File: config.mk
export PLATFORM = sky130hd
export DESIGN_NAME = multi_channel_task_watchdog_unit
export DESIGN_NICKNAME = d
export VERILOG_FILES = /design/src/design/wdt_pkg.sv /design/src/design/wdt_mem.sv /design/src/design/wdt_eval.sv /design/src/design/multi_channel_task_watchdog_unit.sv
export SDC_FILE = /design/constraint.sdc
export NUM_CORES = 1
export LEC_CHECK = 0
export BUFFER_PORTS_ARGS = -buffer_cell sky130_fd_sc_hd__buf_2
export CELL_PAD_IN_SITES_DETAIL_PLACEMENT = 0
export CELL_PAD_IN_SITES_GLOBAL_PLACEMENT = 1
export CORE_UTILIZATION = 35
export CTS_BUF_LIST = sky130_fd_sc_hd__clkbuf_8
export DETAILED_ROUTE_END_ITERATION = 10
export PLACE_DENSITY_LB_ADDON = 0.1
export SLEW_MARGIN = 20
export SYNTH_ARGS = -nofsm -noshare
export SYNTH_HDL_FRONTEND = slang
export SYNTH_SLANG_ARGS = --single-unit
File: constraint.sdc
create_clock -name clk -period 11.3 [get_ports clk]
set_input_delay 2.26 -clock clk [delete_from_list [all_inputs] [get_ports clk]]
set_output_delay 2.26 -clock clk [all_outputs]
set_load 0.05 [all_outputs]
File: src/design/wdt_pkg.sv
// ============================================================================
// wdt_pkg: shared types and constants of the task watchdog
// Item kinds, health and policy codes, the monitor record kept in memory and
// the reply record carried to the result channel.
// ============================================================================
`default_nettype none

package wdt_pkg;

  // Item kinds on the input channel.
  typedef enum logic [1:0] {
    MODE_TICK  = 2'd0,
    MODE_FEED  = 2'd1,
    MODE_ADD   = 2'd2,
    MODE_QUERY = 2'd3
  } mode_t;

  // Monitor health codes.
  typedef enum logic [1:0] {
    HLTH_HEALTHY  = 2'd0,
    HLTH_WARNING  = 2'd1,
    HLTH_CRITICAL = 2'd2,
    HLTH_PENDING  = 2'd3
  } health_t;

  // Action taken when a monitor reaches its fail limit.
  typedef enum logic [1:0] {
    POL_NONE      = 2'd0,
    POL_REINIT    = 2'd1,
    POL_SYSTEM    = 2'd2,
    POL_NO_ACTION = 2'd3
  } policy_t;

  // Sequencer states.
  typedef enum logic [1:0] {
    ST_IDLE   = 2'd0,
    ST_READ   = 2'd1,
    ST_MODIFY = 2'd2,
    ST_REPLY  = 2'd3
  } state_t;

  // Configuration port.
  localparam int CFG_IDX_W  = 1;
  localparam int CFG_DATA_W = 16;
  localparam logic [CFG_IDX_W-1:0] REG_CHECK_INTERVAL = 1'b0;
  localparam logic [CFG_IDX_W-1:0] REG_RESET_ARMED    = 1'b1;

  // Interval used when the check interval register holds zero.
  localparam logic [15:0] FALLBACK_INTERVAL = 16'd1000;
  localparam logic [7:0]  FAIL_MAX          = 8'd255;

  // One monitor as stored in the table memory.
  typedef struct packed {
    logic        fed;
    logic [15:0] timeout;
    logic [16:0] idle;
    logic [7:0]  fail_cnt;
    logic [7:0]  fail_lim;
    health_t     health;
    policy_t     policy;
  } mon_rec_t;

  localparam int REC_W = $bits(mon_rec_t);

  // Side effects of checking one monitor.
  typedef struct packed {
    logic reinit;
    logic stop;
  } eval_flags_t;

  // One reply beat.
  typedef struct packed {
    logic        add_ok;
    logic [2:0]  new_index;
    health_t     queried_state;
    logic        check_done;
    logic [7:0]  reinit_mask;
    logic        reboot_req;
    logic [2:0]  reset_monitor;
  } result_t;

endpackage

`default_nettype wire

File: src/design/wdt_mem.sv
// ============================================================================
// wdt_mem: monitor table memory
// Simple dual-port synchronous RAM, one write and one registered read port.
// ============================================================================
`default_nettype none

module wdt_mem #(
  parameter int DEPTH = 8,
  parameter int AW    = 3,
  parameter int W     = 54
) (
  input  logic          clk,
  input  logic          wr_en,
  input  logic [AW-1:0] wr_addr,
  input  logic [W-1:0]  wr_data,
  input  logic          rd_en,
  input  logic [AW-1:0] rd_addr,
  output logic [W-1:0]  rd_data
);

  logic [W-1:0] mem_r [DEPTH];
  logic [W-1:0] rd_data_r;

  // Write port.
  always_ff @(posedge clk) begin
    if (wr_en) begin
      mem_r[wr_addr] <= wr_data;
    end
  end

  // Registered read port.
  always_ff @(posedge clk) begin
    if (rd_en) begin
      rd_data_r <= mem_r[rd_addr];
    end
  end

  assign rd_data = rd_data_r;

endmodule

`default_nettype wire

File: src/design/wdt_eval.sv
// ============================================================================
// wdt_eval: health check of one monitor
// Takes one stored monitor record and returns the record after a check
// interval has passed, together with the reinit and system reset flags.
// ============================================================================
`default_nettype none

module wdt_eval (
  input  wdt_pkg::mon_rec_t    rec_i,
  input  logic [15:0]          interval,
  input  logic                 armed,
  output wdt_pkg::mon_rec_t    rec_o,
  output wdt_pkg::eval_flags_t flags
);

  import wdt_pkg::*;

  logic [16:0] idle_sum;
  logic [7:0]  fail_inc;

  // Idle time wraps at 17 bits; the failure count saturates.
  assign idle_sum = rec_i.idle + {1'b0, interval};
  assign fail_inc = (rec_i.fail_cnt == FAIL_MAX) ? rec_i.fail_cnt : rec_i.fail_cnt + 8'd1;

  always_comb begin
    rec_o = rec_i;
    flags = '0;
    if (rec_i.fed) begin
      // A fed monitor starts over as healthy.
      rec_o.fed      = 1'b0;
      rec_o.idle     = '0;
      rec_o.fail_cnt = '0;
      rec_o.health   = HLTH_HEALTHY;
    end else if (idle_sum < {1'b0, rec_i.timeout}) begin
      rec_o.idle = idle_sum;
    end else begin
      // Timeout: count a failure and apply the policy at the limit.
      rec_o.idle     = '0;
      rec_o.fail_cnt = fail_inc;
      if (fail_inc >= rec_i.fail_lim) begin
        case (rec_i.policy)
          POL_NONE: begin
            rec_o.health = HLTH_CRITICAL;
          end
          POL_REINIT: begin
            rec_o.health   = HLTH_WARNING;
            rec_o.fail_cnt = '0;
            flags.reinit   = 1'b1;
          end
          POL_SYSTEM: begin
            rec_o.health = HLTH_PENDING;
            flags.stop   = armed;
          end
          default: begin
            rec_o.health = HLTH_PENDING;
          end
        endcase
      end else begin
        rec_o.health = HLTH_WARNING;
      end
    end
  end

endmodule

`default_nettype wire

File: src/design/multi_channel_task_watchdog_unit.sv
// ============================================================================
// multi_channel_task_watchdog_unit: table of task monitors
// Registers monitors, takes feeds and queries, and checks the registered
// monitors once per check interval of 1 ms ticks, up to an armed reset.
// ============================================================================
// Usage:
//   Input beats (valid/ready) carry a tick, a feed, an add or a query. Every
//   input beat produces exactly one reply beat (valid/ready), in order.
//   Monitor records live in a synchronous RAM and are updated by
//   read-modify-write; adds take slots in order, so the fill count tells
//   which entries hold data.
//   Items that need no table read go from the input beat straight to the
//   reply state; a feed or query of an active monitor passes through the
//   read and modify states first, and a tick that runs a health check reads
//   the first entry and stays in the modify state until the walk ends at the
//   last active monitor or at an armed reset request. The check walks the
//   table one entry per cycle through the RAM read port while writing back
//   the previous entry. The next beat is taken once the block is idle again.
//   One item is in work at a time; the next beat is taken as soon as the
//   reply has moved to the output register, even when the receiver stalls.
//   A stalled receiver holds the reply; the block then finishes the next
//   item and waits for the output register to free up.
//   Synchronous reset empties the table, clears the tick counter, sets the
//   check interval to 1000 and disarms system reset.
// ============================================================================
`default_nettype none

module multi_channel_task_watchdog_unit #(
  parameter int MONITORS           = 8,
  parameter int DEFAULT_TIMEOUT    = 1000,
  parameter int DEFAULT_FAIL_LIMIT = 3
) (
  input  logic                           clk,
  input  logic                           rst_n,
  input  logic                           in_valid,
  output logic                           in_ready,
  input  logic [1:0]                     in_mode,
  input  logic [7:0]                     in_monitor_index,
  input  logic [15:0]                    in_timeout,
  input  logic [7:0]                     in_fail_limit,
  input  logic [1:0]                     in_reset_policy,
  output logic                           out_valid,
  input  logic                           out_ready,
  output logic                           out_add_ok,
  output logic [2:0]                     out_new_index,
  output logic [1:0]                     out_queried_state,
  output logic                           out_check_done,
  output logic [7:0]                     out_reinit_mask,
  output logic                           out_reboot_req,
  output logic [2:0]                     out_reset_monitor,
  input  logic                           cfg_we,
  input  logic [wdt_pkg::CFG_IDX_W-1:0]  cfg_index,
  input  logic [wdt_pkg::CFG_DATA_W-1:0] cfg_data
);

  import wdt_pkg::*;

  localparam int AW = (MONITORS > 1) ? $clog2(MONITORS) : 1;
  localparam int CW = $clog2(MONITORS + 1);

  // Control and configuration registers.
  state_t        state_r, state_nxt;
  logic [15:0]   interval_r;
  logic          armed_r;
  logic [15:0]   elapsed_r, elapsed_nxt;
  logic [CW-1:0] count_r, count_nxt;
  logic          out_valid_r, out_valid_nxt;

  // Item in work and reply registers.
  mode_t         mode_r, mode_nxt;
  logic [AW-1:0] addr_r, addr_nxt;
  result_t       res_r, res_nxt;
  result_t       out_r;
  logic          out_load;

  // Table memory ports.
  logic              mem_wr_en, mem_rd_en;
  logic [AW-1:0]     mem_wr_addr, mem_rd_addr;
  mon_rec_t          mem_wr_data;
  logic [REC_W-1:0]  mem_rd_raw;
  mon_rec_t          rd_rec, eval_rec, add_rec;
  eval_flags_t       eval_flags;

  // Helpers.
  logic [15:0] interval_eff;
  logic [15:0] elapsed_inc;
  logic        idx_valid, idx_active, walk_last;

  wdt_mem #(
    .DEPTH (MONITORS),
    .AW    (AW),
    .W     (REC_W)
  ) u_mem (
    .clk     (clk),
    .wr_en   (mem_wr_en),
    .wr_addr (mem_wr_addr),
    .wr_data (mem_wr_data),
    .rd_en   (mem_rd_en),
    .rd_addr (mem_rd_addr),
    .rd_data (mem_rd_raw)
  );

  assign rd_rec = mon_rec_t'(mem_rd_raw);

  wdt_eval u_eval (
    .rec_i    (rd_rec),
    .interval (interval_eff),
    .armed    (armed_r),
    .rec_o    (eval_rec),
    .flags    (eval_flags)
  );

  // A zero check interval acts as the fallback interval.
  assign interval_eff = (interval_r == '0) ? FALLBACK_INTERVAL : interval_r;
  assign elapsed_inc  = elapsed_r + 16'd1;
  assign idx_valid    = in_monitor_index < 8'(MONITORS);
  assign idx_active   = in_monitor_index < 8'(count_r);
  assign walk_last    = (CW'(addr_r) + CW'(1)) == count_r;

  // Record written for a new monitor; zero fields pick their defaults.
  always_comb begin
    add_rec          = '0;
    add_rec.timeout  = (in_timeout != '0) ? in_timeout : 16'(DEFAULT_TIMEOUT);
    add_rec.fail_lim = (in_fail_limit != '0) ? in_fail_limit : 8'(DEFAULT_FAIL_LIMIT);
    add_rec.health   = HLTH_HEALTHY;
    add_rec.policy   = policy_t'(in_reset_policy);
  end

  assign in_ready = (state_r == ST_IDLE);

  // Sequencer: next state, memory control and register updates.
  always_comb begin
    state_nxt   = state_r;
    elapsed_nxt = elapsed_r;
    count_nxt   = count_r;
    mode_nxt    = mode_r;
    addr_nxt    = addr_r;
    res_nxt     = res_r;
    out_load    = 1'b0;
    mem_rd_en   = 1'b0;
    mem_rd_addr = addr_r;
    mem_wr_en   = 1'b0;
    mem_wr_addr = addr_r;
    mem_wr_data = eval_rec;

    case (state_r)
      ST_IDLE: begin
        if (in_valid) begin
          mode_nxt  = mode_t'(in_mode);
          addr_nxt  = in_monitor_index[AW-1:0];
          res_nxt   = '0;
          state_nxt = ST_REPLY;
          case (mode_t'(in_mode))
            MODE_TICK: begin
              if (elapsed_inc >= interval_eff) begin
                elapsed_nxt        = '0;
                res_nxt.check_done = 1'b1;
                addr_nxt           = '0;
                if (count_r != '0) begin
                  state_nxt = ST_READ;
                end
              end else begin
                elapsed_nxt = elapsed_inc;
              end
            end
            MODE_FEED: begin
              if (idx_valid && idx_active) begin
                state_nxt = ST_READ;
              end
            end
            MODE_ADD: begin
              if (count_r < CW'(MONITORS)) begin
                mem_wr_en         = 1'b1;
                mem_wr_addr       = count_r[AW-1:0];
                mem_wr_data       = add_rec;
                count_nxt         = count_r + CW'(1);
                res_nxt.add_ok    = 1'b1;
                res_nxt.new_index = 3'(count_r);
              end
            end
            MODE_QUERY: begin
              if (!idx_valid) begin
                res_nxt.queried_state = HLTH_CRITICAL;
              end else if (idx_active) begin
                state_nxt = ST_READ;
              end
            end
            default: begin
              state_nxt = ST_REPLY;
            end
          endcase
        end
      end

      ST_READ: begin
        mem_rd_en   = 1'b1;
        mem_rd_addr = addr_r;
        state_nxt   = ST_MODIFY;
      end

      ST_MODIFY: begin
        state_nxt = ST_REPLY;
        case (mode_r)
          MODE_TICK: begin
            // Write back this entry and, unless the walk ends here, fetch the next one in the same cycle.
            mem_wr_en   = 1'b1;
            mem_wr_data = eval_rec;
            if (eval_flags.reinit) begin
              res_nxt.reinit_mask = res_r.reinit_mask | (8'd1 << addr_r);
            end
            if (eval_flags.stop) begin
              res_nxt.reboot_req    = 1'b1;
              res_nxt.reset_monitor = 3'(addr_r);
            end else if (!walk_last) begin
              addr_nxt    = addr_r + AW'(1);
              mem_rd_en   = 1'b1;
              mem_rd_addr = addr_r + AW'(1);
              state_nxt   = ST_MODIFY;
            end
          end
          MODE_FEED: begin
            mem_wr_en       = 1'b1;
            mem_wr_data     = rd_rec;
            mem_wr_data.fed = 1'b1;
          end
          MODE_QUERY: begin
            res_nxt.queried_state = rd_rec.health;
          end
          default: begin
            state_nxt = ST_REPLY;
          end
        endcase
      end

      ST_REPLY: begin
        if (!out_valid_r || out_ready) begin
          out_load  = 1'b1;
          state_nxt = ST_IDLE;
        end
      end

      default: begin
        state_nxt = ST_IDLE;
      end
    endcase
  end

  assign out_valid_nxt = out_load ? 1'b1 : (out_ready ? 1'b0 : out_valid_r);

  // Control state with reset.
  always_ff @(posedge clk) begin
    if (!rst_n) begin
      state_r     <= ST_IDLE;
      elapsed_r   <= '0;
      count_r     <= '0;
      out_valid_r <= 1'b0;
    end else begin
      state_r     <= state_nxt;
      elapsed_r   <= elapsed_nxt;
      count_r     <= count_nxt;
      out_valid_r <= out_valid_nxt;
    end
  end

  // Configuration registers.
  always_ff @(posedge clk) begin
    if (!rst_n) begin
      interval_r <= FALLBACK_INTERVAL;
      armed_r    <= 1'b0;
    end else if (cfg_we) begin
      case (cfg_index)
        REG_CHECK_INTERVAL: interval_r <= cfg_data;
        REG_RESET_ARMED:    armed_r    <= cfg_data[0];
        default:            armed_r    <= armed_r;
      endcase
    end
  end

  // Payload registers.
  always_ff @(posedge clk) begin
    mode_r <= mode_nxt;
    addr_r <= addr_nxt;
    res_r  <= res_nxt;
    if (out_load) begin
      out_r <= res_r;
    end
  end

  // Reply channel.
  assign out_valid         = out_valid_r;
  assign out_add_ok        = out_r.add_ok;
  assign out_new_index     = out_r.new_index;
  assign out_queried_state = out_r.queried_state;
  assign out_check_done    = out_r.check_done;
  assign out_reinit_mask   = out_r.reinit_mask;
  assign out_reboot_req    = out_r.reboot_req;
  assign out_reset_monitor = out_r.reset_monitor;

  // The walk never reads the entry it is writing back.
  a_no_rw_clash: assert property (@(posedge clk) disable iff (!rst_n)
    mem_wr_en && mem_rd_en |-> mem_wr_addr != mem_rd_addr)
    else $error("table read and write hit the same entry");

  // Only one item is in work at a time.
  a_single_item: assert property (@(posedge clk) disable iff (!rst_n)
    in_valid && in_ready |=> !in_ready)
    else $error("input taken while an item is in work");

  // A system reset request only comes out of a health check.
  a_reset_from_check: assert property (@(posedge clk) disable iff (!rst_n)
    out_valid && out_reboot_req |-> out_check_done)
    else $error("system reset reported outside a health check");

  // The fill count never passes the table size.
  a_count_bound: assert property (@(posedge clk) disable iff (!rst_n)
    count_r <= CW'(MONITORS))
    else $error("monitor count beyond table size");

endmodule

`default_nettype wire

# Word-level counts from Yosys, hierarchy flattened

Memories as Yosys holds them, arrays and structs flattened. A register that Yosys moved wholly into a read port is not among the register bits.
Index checks and enable logic that the tools add are counted.

Bits in registers: 83
Memory bits (writable): 432
Input bits: 58
Memories kept: 1

Add/sub/neg operators: 6
$lt $le $gt $ge: 6
Eq/ne operators: 18
Shift-type cells: 1
Multiplexer cells: 75
Bitwise gates (word level): 2
Reductions and logical operators: 25

Memory list:

| name        | depth | bits a word | read ports | clocked after Yosys merged registers in | wr ports | RTL line      | source |
|---|---|---|---|---|---|---|---|
| u_mem.mem_r | 8     | 54          | 1          | 1                                       | 1        | wdt_mem.sv:21 | `logic [W-1:0] mem_r [DEPTH];` |

Operators with widths:

| cell                                                | count |
|---|---|
| 2-to-1 mux 53 bit                                   | 3 |
| one-hot mux 54 bit (2 select lines)                 | 1 |
| 2-to-1 mux 54 bit                                   | 1 |
| 2-to-1 mux 16 bit                                   | 3 |
| 2-to-1 mux 8 bit                                    | 6 |
| 2-to-1 mux 3 bit                                    | 11 |
| 2-to-1 mux 2 bit                                    | 16 |
| 2-to-1 mux 25 bit                                   | 1 |
| one-hot mux 12 bit (2 select lines)                 | 1 |
| 2-to-1 mux 1 bit                                    | 20 |
| adder 17 x 16 -> 17 bit                             | 1 |
| less-than comparator 17 x 16 -> 1 bit               | 1 |
| 2-to-1 mux 17 bit                                   | 1 |
| adder 16 x 1 -> 16 bit, second input constant       | 1 |
| greater-or-equal comparator 16 bit                  | 1 |
| zero test 16 bit                                    | 1 |
| nonzero test 16 bit                                 | 1 |
| 2-to-1 mux 15 bit                                   | 1 |
| equality test 2 bit, second input constant          | 6 |
| 2-to-1 mux 12 bit                                   | 1 |
| AND reduction 2 bit                                 | 6 |
| AND reduction 4 bit                                 | 3 |
| adder 8 x 1 -> 8 bit, second input constant         | 1 |
| equality test 2 x 1 -> 1 bit, second input constant | 4 |
| 29 further kinds                                    | 41 |

# Longest topological paths before layout

Gate-level depths: netlist (run 1).

Word-level depth: 10
Depth in mapped cells: 28
Mapped depth without buffers: 24

# Hierarchy

A second synthesis (run 1) with hierarchy kept.

Cells, all modules: 1,591
Area total of the unflattened synthesis: 25,177.9 um^2

By module, submodules not included:

| module                           | times used | cells an instance | area an instance (um^2) |
|---|---|---|---|
| wdt_mem                          | 1          | 691               | 17,867.1 |
| multi_channel_task_watchdog_unit | 1          | 589               | 5,146.2 |
| wdt_eval                         | 1          | 311               | 2,164.6 |

# Worst setup path before layout (run 1)

Ideal clock, no wire load.

Kind: input port to flip-flop
From: in in_mode[0]
To: mem u_mem.mem_r[2][0] (enable)
Setup time: 0.466 ns
Arrival: 5.884 ns
Path slack: 4.950 ns
Stages: 6
Buffers on the path: 2
Cell sequence: nor3b_1 -> and3_1 -> clkbuf_1 -> buf_1 -> a31oi_1 -> nor2_1

Word-level cells in the longest chain between the ends: 6
Elaborated cells on any way between the ends: 9

Ends and longest elaborated chain:

| item                                   | RTL line                                | source |
|---|---|---|
| from (decl)                            | multi_channel_task_watchdog_unit.sv:37  | `input logic [1:0] in_mode,` |
| equality test 2 bit *                  | multi_channel_task_watchdog_unit.sv:153 | `case (mode_t'(in_mode))` |
| 2-to-1 mux 1 bit                       | multi_channel_task_watchdog_unit.sv:153 |  |
| 2-to-1 mux 1 bit                       | multi_channel_task_watchdog_unit.sv:148 | `if (in_valid) begin` |
| one-hot mux 1 bit (2 select lines)     | multi_channel_task_watchdog_unit.sv:146 | `case (state_r)` |
| 2-to-1 mux 1 bit                       | wdt_mem.sv:26                           | `if (wr_en) begin` |
| 2-to-1 mux 1 bit (not written as such) | wdt_mem.sv:27                           | `mem_r[wr_addr] <= wr_data;` |
| to (decl)                              | wdt_mem.sv:21                           |  |

Mark *: on every way between the ends. The rest lies on a longest branch, timed or not.

# Worst setup path after layout (run 1)

From: reg interval_r[4]
To: reg u_mem.rd_data_r[53], in the netlist u_mem.rd_data[53], read port of u_mem.mem_r, data pin

Word-level cells in the longest chain between the ends: 9
Elaborated cells on any way between the ends: 12

Ends and longest elaborated chain:

| item                                                                   | RTL line                                | source |
|---|---|---|
| from (decl)                                                            | multi_channel_task_watchdog_unit.sv:63  | `logic [15:0] interval_r;` |
| from (signal assigned)                                                 | multi_channel_task_watchdog_unit.sv:272 | `REG_CHECK_INTERVAL: interval_r <= cfg_data;` |
| zero test 16 bit                                                       | multi_channel_task_watchdog_unit.sv:114 | `assign interval_eff = (interval_r == '0) ? FALLBACK_INTERVAL : interval_r;` |
| 2-to-1 mux 16 bit *                                                    | multi_channel_task_watchdog_unit.sv:114 |  |
| adder 17 x 16 -> 17 bit *                                              | wdt_eval.sv:22                          | `assign idle_sum = rec_i.idle + {1'b0, interval};` |
| less-than comparator 17 x 16 -> 1 bit *                                | wdt_eval.sv:34                          | `end else if (idle_sum < {1'b0, rec_i.timeout}) begin` |
| 2-to-1 mux 2 bit *                                                     | wdt_eval.sv:34                          |  |
| 2-to-1 mux 2 bit *                                                     | wdt_eval.sv:28                          | `if (rec_i.fed) begin` |
| 2-to-1 mux 1 bit or 2-to-1 mux 3 bit (tied branches) (2 in series)     | --                                      |  |
| one-hot mux 1 bit (2 select lines) or 2-to-1 mux 3 bit (tied branches) | multi_channel_task_watchdog_unit.sv:146 |  |
| to (decl)                                                              | wdt_mem.sv:22                           | `logic [W-1:0] rd_data_r;` |

Marked as above.
A chain may end at the register's enable or synchronous reset.

==> results of run 1 <==
[cell type report]
cell class | count | share of cell area
Multi-Input combinational cell | 1113 | 0.2993
Sequential cell | 569 | 0.5656
Tap cell | 969 | 0.04110
Clock buffer | 103 | 0.04805
Clock inverter | 73 | 0.01671
Inverter | 59 | 0.007507
Antenna cell | 1 | 0.00008482
Timing Repair Buffer | 111 | 0.02163
[power by group through the flow]
stage          Sequential, mW  Clock, mW  Combinational [mW]
6_report                 3.05       1.85                2.57
5_1_grt                  3.07       1.99                2.78
4_1_cts                  3.05       1.90                2.59
3_5_place_dp             3.09          0                2.57
3_3_place_gp             3.09          0                2.53
2_1_floorplan            3.07          0                1.72
[synth_stat cells (5+ instances only)]
library cell,number,area (um2)
a22o_1,38,332.8
o21ai_0,46,230.2
maj3_1,5,50.05
o22a_1,109,954.7
and2_1,9,56.30
nor2_1,66,247.7
o21a_1,7,52.55
buf_8,5,75.07
nand2b_1,15,93.84
nor3_1,13,65.06
nand3b_1,14,105.1
xnor2_1,19,166.4
dfxtp_1,40,800.8
buf_6,12,135.1
a21o_1,12,90.09
a31oi_1,10,62.56
edfxtp_1,529,15890
o21bai_1,162,1216
buf_2,11,55.05
o2111ai_1,54,473.0
o211ai_1,6,45.04
o22ai_1,55,344.1
a21boi_0,27,202.7
nand2_1,94,352.8
a211oi_2,51,638.1
a211oi_1,6,45.04
o221ai_2,50,750.7
inv_1,57,214.0
clkbuf_1,97,364.1
nor2b_1,11,68.82
and3_1,18,112.6
ha_1,69,863.3
nor4_1,9,56.30
xor2_1,18,157.7
a21oi_1,45,225.2
nand3_1,23,115.1
[worst register-to-register path, cell delays in order, from the launching register on]
cell      delay (ns)
dfxtp_1         0.41
nor4_1          0.32
nand4_1         0.27
nand2b_1        0.19
ha_1            0.26
maj3_1          0.19
a21oi_1         0.08
a211o_1         0.33
a21boi_0        0.22
o21ai_0         0.11
nand2b_1        0.13
a21o_1          0.12
a21oi_1         0.07
xnor2_1         0.16
ha_1            0.30
nand2_1         0.07
or4_1           0.51
o21ai_0         0.43
a221oi_1        0.23
and3_1          0.37
nand4_4         0.15
buf_4           0.76
nand2b_4        0.53
buf_4           0.81
o221ai_1        0.30
a211oi_1        0.28
[cell families (layout without fill, tap and decap cells)]
family / after synthesis / count (layout) / share of synthesized area
compound gates: 701 / 701 / 0.2239
xor+xnor: 37 / 37 / 0.01235
fa+ha+maj: 75 / 75 / 0.03556
buf+inv: 191 / 346 / 0.03375
flops: 569 / 569 / 0.6358
mux: 3 / 3 / 0.001621
other cells: 0 / 1 / 0
simple gates: 297 / 297 / 0.05707
[state kept, by name, indices dropped and copies added, names as in the netlist]
name               flops
out_reboot_req         1
elapsed_r             16
out_valid              1
count_r                4
u_mem.mem_r          432
out_add_ok             1
addr_r                 3
out_check_done         1
out_new_index          3
mode_r                 2
out_queried_state      2
state_r                2
res_r                 19
u_mem.rd_data         54
out_reinit_mask        8
out_reset_monitor      3
armed_r                1
interval_r            16
[routing by layer]
layer / vias up / track usage / share of wire
met4: 0 / 0.06854 / 0.027
li1: 7670 / - / -
met5: - / 0 / 0
met2: 603 / 0.3424 / 0.46
met1: 8832 / 0.2903 / 0.45
met3: 142 / 0.04315 / 0.059
[final timing paths]
path | startpoint | endpoint | slack [ns] | cells after the start
worst min register to register | res_r[16] | out_new_index[1] | 0.42 | 0
worst min-delay path | res_r[16] | out_new_index[1] | 0.42 | 0
worst max register to register | interval_r[4] | u_mem.rd_data[53] | 3.53 | 25
worst max-delay path | interval_r[4] | u_mem.rd_data[53] | 3.53 | 25
==> impl_metrics.env, run 1 <==
export IMPL_slew_headroom=0.2678
export IMPL_design_die_area_um2=76080
export IMPL_setup_violations=0
export IMPL_ys_types=69
export IMPL_fin_skew_ns=0.03021
export IMPL_wl_per_cell_um=27.02
export IMPL_drtAntennaViolNets=0
export IMPL_cp_top_family="simple AND/OR/NAND/NOR gates"
export IMPL_layout_common_cells="edfxtp_1 (529), o21bai_1 (162), o22a_1 (108)"
export IMPL_power_frac_seq=0.408
export IMPL_vias_per_cell=5.753
export IMPL_io_pins=79
export IMPL_worstPathArrival_ns=8.28
export IMPL_worstSetupEndpointType="register"
export IMPL_p_int_mw=4.704
export IMPL_grt_overflow=0
export IMPL_status="completed"
export IMPL_fmaxAchievable_mhz=128.7
export IMPL_fillers=7007
export IMPL_cp_slowest_stage_delay_ns=0.78
export IMPL_layout_min_cycle_time_ns=7.770
export IMPL_ir_drop_uv=169.6
export IMPL_final_nets=2083
export IMPL_path_clk_slew_ns=0.06
export IMPL_ff_latch_area_um2=16690
export IMPL_cts_buffers=101
export IMPL_fin_tns_setup_ns=0
export IMPL_final_util=0.3970
export IMPL_drc=0
export IMPL_post_cts_setup_buffer_count=0
export IMPL_path_buf_inv=2
export IMPL_maxSlewViolCount=0
export IMPL_routabilityCongestion=0.7769
export IMPL_drt_total_wl_um=81000
export IMPL_final_common_cell="edfxtp_1"
export IMPL_synth_avg_cell_area_um2=14.01
export IMPL_grt_pass1_wl_um=117900
export IMPL_hpwl_um=44580
export IMPL_tightest_slew_ns=1.098
export IMPL_clock_tree_root_cell="clkbuf_8"
export IMPL_antenna_found_initial=2
export IMPL_ctsHoldBuffers=0
export IMPL_critPathKind="reg -> reg"
export IMPL_clock_path_buffers=3
export IMPL_cts_htree_levels=3
export IMPL_cp_start_kind="register"
export IMPL_die_w_um=275.8
export IMPL_cts_resized=0
export IMPL_clockPowerShare=0.247
export IMPL_whs_ns=0.4197
export IMPL_final_cells=2998
export IMPL_ys_seq_area_frac=0.6358
export IMPL_cts_tree="done"
export IMPL_stdcell_area_um2=29500
export IMPL_synthFlopType="edfxtp_1"
export IMPL_synth_async_reset_ratio=0
export IMPL_syn_nets=2001
export IMPL_synth_enable_flop_cells=529
export IMPL_io_buffers=78
export IMPL_synthCells=1873
export IMPL_synth_warnings=0
export IMPL_drive_gt1_frac=0.1834
export IMPL_finalHoldViolations=0
export IMPL_dp_slack_ns=3.464
export IMPL_syn_area_um2=26250
export IMPL_grt_pass1_vias=17427
export IMPL_sw_frac_of_total=0.3698
export IMPL_drt_first_pass_iters=7
export IMPL_dp_cells=2820
export IMPL_area_growth_pct=12.41
export IMPL_clock_latency_ns=0.71
export IMPL_start_util=0.3531
export IMPL_combPwrFrac=0.344
export IMPL_die_h_um=275.8
export IMPL_slowest_stage="buf_4"
export IMPL_crit_fanout=55
export IMPL_dpl_cell_area_um2=27580
export IMPL_multi_input_area_um2=8831
export IMPL_cts_sinks=569
export IMPL_hp_class="reg -> reg"
export IMPL_powerDensity_nw_per_um2=253.0
export IMPL_grtUsageTotal=0.2138
export IMPL_via_count=17247
export IMPL_coreArea_um2=74320
export IMPL_p_switching_mw=2.760
export IMPL_drv_cap=0
export IMPL_core_rowCount=100
export IMPL_p_leak_nw=10.52
export IMPL_power_mw=7.465
export IMPL_rsz0062_at_grt="no"
export IMPL_grt_max_degree=57
export IMPL_fin_ws_ns=3.530
export IMPL_required_ns=11.81
export IMPL_drtIter0Drc=1318
export IMPL_ys_ff_latch=569
export IMPL_post_route_period_util=0.6876
Power figures use the tool's default switching activity.
==> run 2, diff against run 1 <==
- clock period: 11.3 -> 6.75 ns (I/O delays scaled with it)
==> impl_metrics.env, run 2 (same netlist as run 1, synthesis figures left out) <==
export IMPL_antenna_found_initial=1
export IMPL_cp_start_kind="register"
export IMPL_final_cells=3037
export IMPL_io_buffers=78
export IMPL_stdcell_area_um2=30120
export IMPL_rrSetupSlack_ns=0.50
export IMPL_final_common_cell="edfxtp_1"
export IMPL_slew_headroom=0.2688
export IMPL_layout_common_cells="edfxtp_1 (529), o21bai_1 (162), o22a_1 (108)"
export IMPL_drt_first_pass_iters=5
export IMPL_drive_gt1_frac=0.1998
export IMPL_drv_cap=0
export IMPL_fin_tns_setup_ns=0
export IMPL_area_growth_pct=14.78
export IMPL_worstPathArrival_ns=6.67
export IMPL_fin_skew_ns=0.04126
export IMPL_final_util=0.4053
export IMPL_start_util=0.3531
export IMPL_design_die_area_um2=76080
export IMPL_powerDensity_nw_per_um2=422.3
export IMPL_tightest_slew_ns=1.094
export IMPL_routabilityCongestion=0.7906
export IMPL_vias_per_cell=5.801
export IMPL_path_cells="nor4_1, nand4_1, nand2b_1, ha_1, a2bb2oi_1, o41ai_1, and2_1, o21ai_0, nand2b_1, a21oi_1, xnor2_2, ha_1, o21ai_0, o21ai_0, a22oi_1, o21ai_1, a221oi_2, and2_2, nand3_1, o22a_4, buf_4, o221ai_2, a211oi_2"
export IMPL_clock_latency_ns=0.72
export IMPL_fillers=6983
export IMPL_grt_max_degree=57
export IMPL_cts_htree_levels=3
export IMPL_worstSetupEndpointType="register"
export IMPL_largest_register="u_mem.mem_r"
export IMPL_dp_slack_ns=0.2320
export IMPL_path_buf_inv=1
export IMPL_dpl_cell_area_um2=28190
export IMPL_hp_class="reg -> reg"
export IMPL_clock_path_buffers=3
export IMPL_post_route_period_util=0.9261
export IMPL_coreArea_um2=74320
export IMPL_drtAntennaViolNets=0
export IMPL_grt_overflow=0
export IMPL_fin_ws_ns=0.4987
export IMPL_die_w_um=275.8
export IMPL_largest_register_ff_count=432
export IMPL_cp_slowest_stage_delay_ns=0.45
export IMPL_crit_fanout=14
export IMPL_critPathKind="reg -> reg"
export IMPL_clock_tree_root_cell="clkbuf_8"
export IMPL_cp_common_cell="o21ai_0"
export IMPL_final_nets=2119
export IMPL_via_count=17618
export IMPL_whs_ns=0.4143
export IMPL_required_ns=7.17
export IMPL_dp_cells=2853
export IMPL_wl_per_cell_um=27.92
export IMPL_io_pins=79
export IMPL_grt_pass1_wl_um=122100
export IMPL_die_h_um=275.8
export IMPL_ir_drop_uv=189.7
export IMPL_finalHoldViolations=0
export IMPL_grt_pass1_vias=17751
export IMPL_p_leak_nw=10.80
export IMPL_drt_total_wl_um=84810
export IMPL_cts_tree="done"
export IMPL_drc=0
export IMPL_power_mw=12.72
export IMPL_path_clk_slew_ns=0.07
export IMPL_core_rowCount=100
export IMPL_cts_buffers=100
export IMPL_hpwl_um=48500
export IMPL_setup_violations=0
export IMPL_drtIter0Drc=1630
export IMPL_grtUsageTotal=0.2221
export IMPL_layout_min_cycle_time_ns=6.251
export IMPL_cp_top_family="compound AO/OA/AOI/OAI gates"
export IMPL_fmaxAchievable_mhz=160.0
export IMPL_slowest_stage="o22a_4"
export IMPL_maxSlewViolCount=0
export IMPL_cts_sinks=569
export IMPL_status="completed"
[run 2: cell types whose count changed in the layout (fill, tap and decap cells not counted), moves of 2 or more]
| cell | delta |
|---|---|
| buf_12 | +30 |
| clkinv_2 | +4 |
| buf_4 | +5 |
| clkbuf_8 | -2 |
| clkinv_1 | +7 |
| o21ai_0 | -2 |
| bufinv_16 | -2 |
| inv_1 | -6 |
| o21ai_1 | +2 |
| inv_6 | +2 |
[run 2: final cells by class]
type,instances,area (um2),share of cell area
Clock buffer,101,1390,0.04615
Sequential cell,569,16690,0.5539
Timing Repair Buffer,147,1287,0.04274
Tap cell,969,1212,0.04025
Antenna cell,1,2.502,0.00008307
Clock inverter,77,469.2,0.01558
Inverter,59,221.5,0.007352
Multi-Input combinational cell,1114,8855,0.2939
[run 2: what timing repair did]
item / CTS / global route
hold buffers: 0 / 0
setup buffers: 0 / 4
resized for setup: 0 / 6
setup endpoints to repair: 0 / 83
[run 2: metal layers]
metal	track usage	up-vias	wire (um)
li1	-	7757	-
met1	0.3188	9097	39730
met2	0.3486	626	38250
met3	0.03428	138	4889
met4	0.05972	0	1940
met5	0	-	0
[run 2: path summary, 6_finish.rpt]
| kind | from | to | cells past startpoint |
|---|---|---|---|
| setup reg to reg | interval_r[0] | u_mem.rd_data[49] | 23 |
| setup / recovery | interval_r[0] | u_mem.rd_data[49] | 23 |
| hold reg to reg | res_r[12] | out_check_done | 0 |
| hold / removal | res_r[12] | out_check_done | 0 |
[run 2: power breakdown]
| part | switching, mW | internal (mW) | leakage, nW |
|---|---|---|---|
| Clock | 1.48 | 1.56 | 1.06 |
| Combinational | 3.01 | 1.55 | 4.57 |
| Sequential | 0.272 | 4.85 | 5.16 |
| Total | 4.76 | 7.96 | 10.8 |
[run 2: worst register-to-register path, delay by kind of cell, from the launching register on]
| kind | cells | cell delay, ns |
|---|---|---|
| buffers and inverters | 1 | 0.29 |
| AO/OA/AOI/OAI | 12 | 2.76 |
| XOR/XNOR | 1 | 0.19 |
| flip-flops | 1 | 0.35 |
| adder cells (fa/ha/maj) | 2 | 0.60 |
| AND/OR/NAND/NOR | 7 | 1.78 |
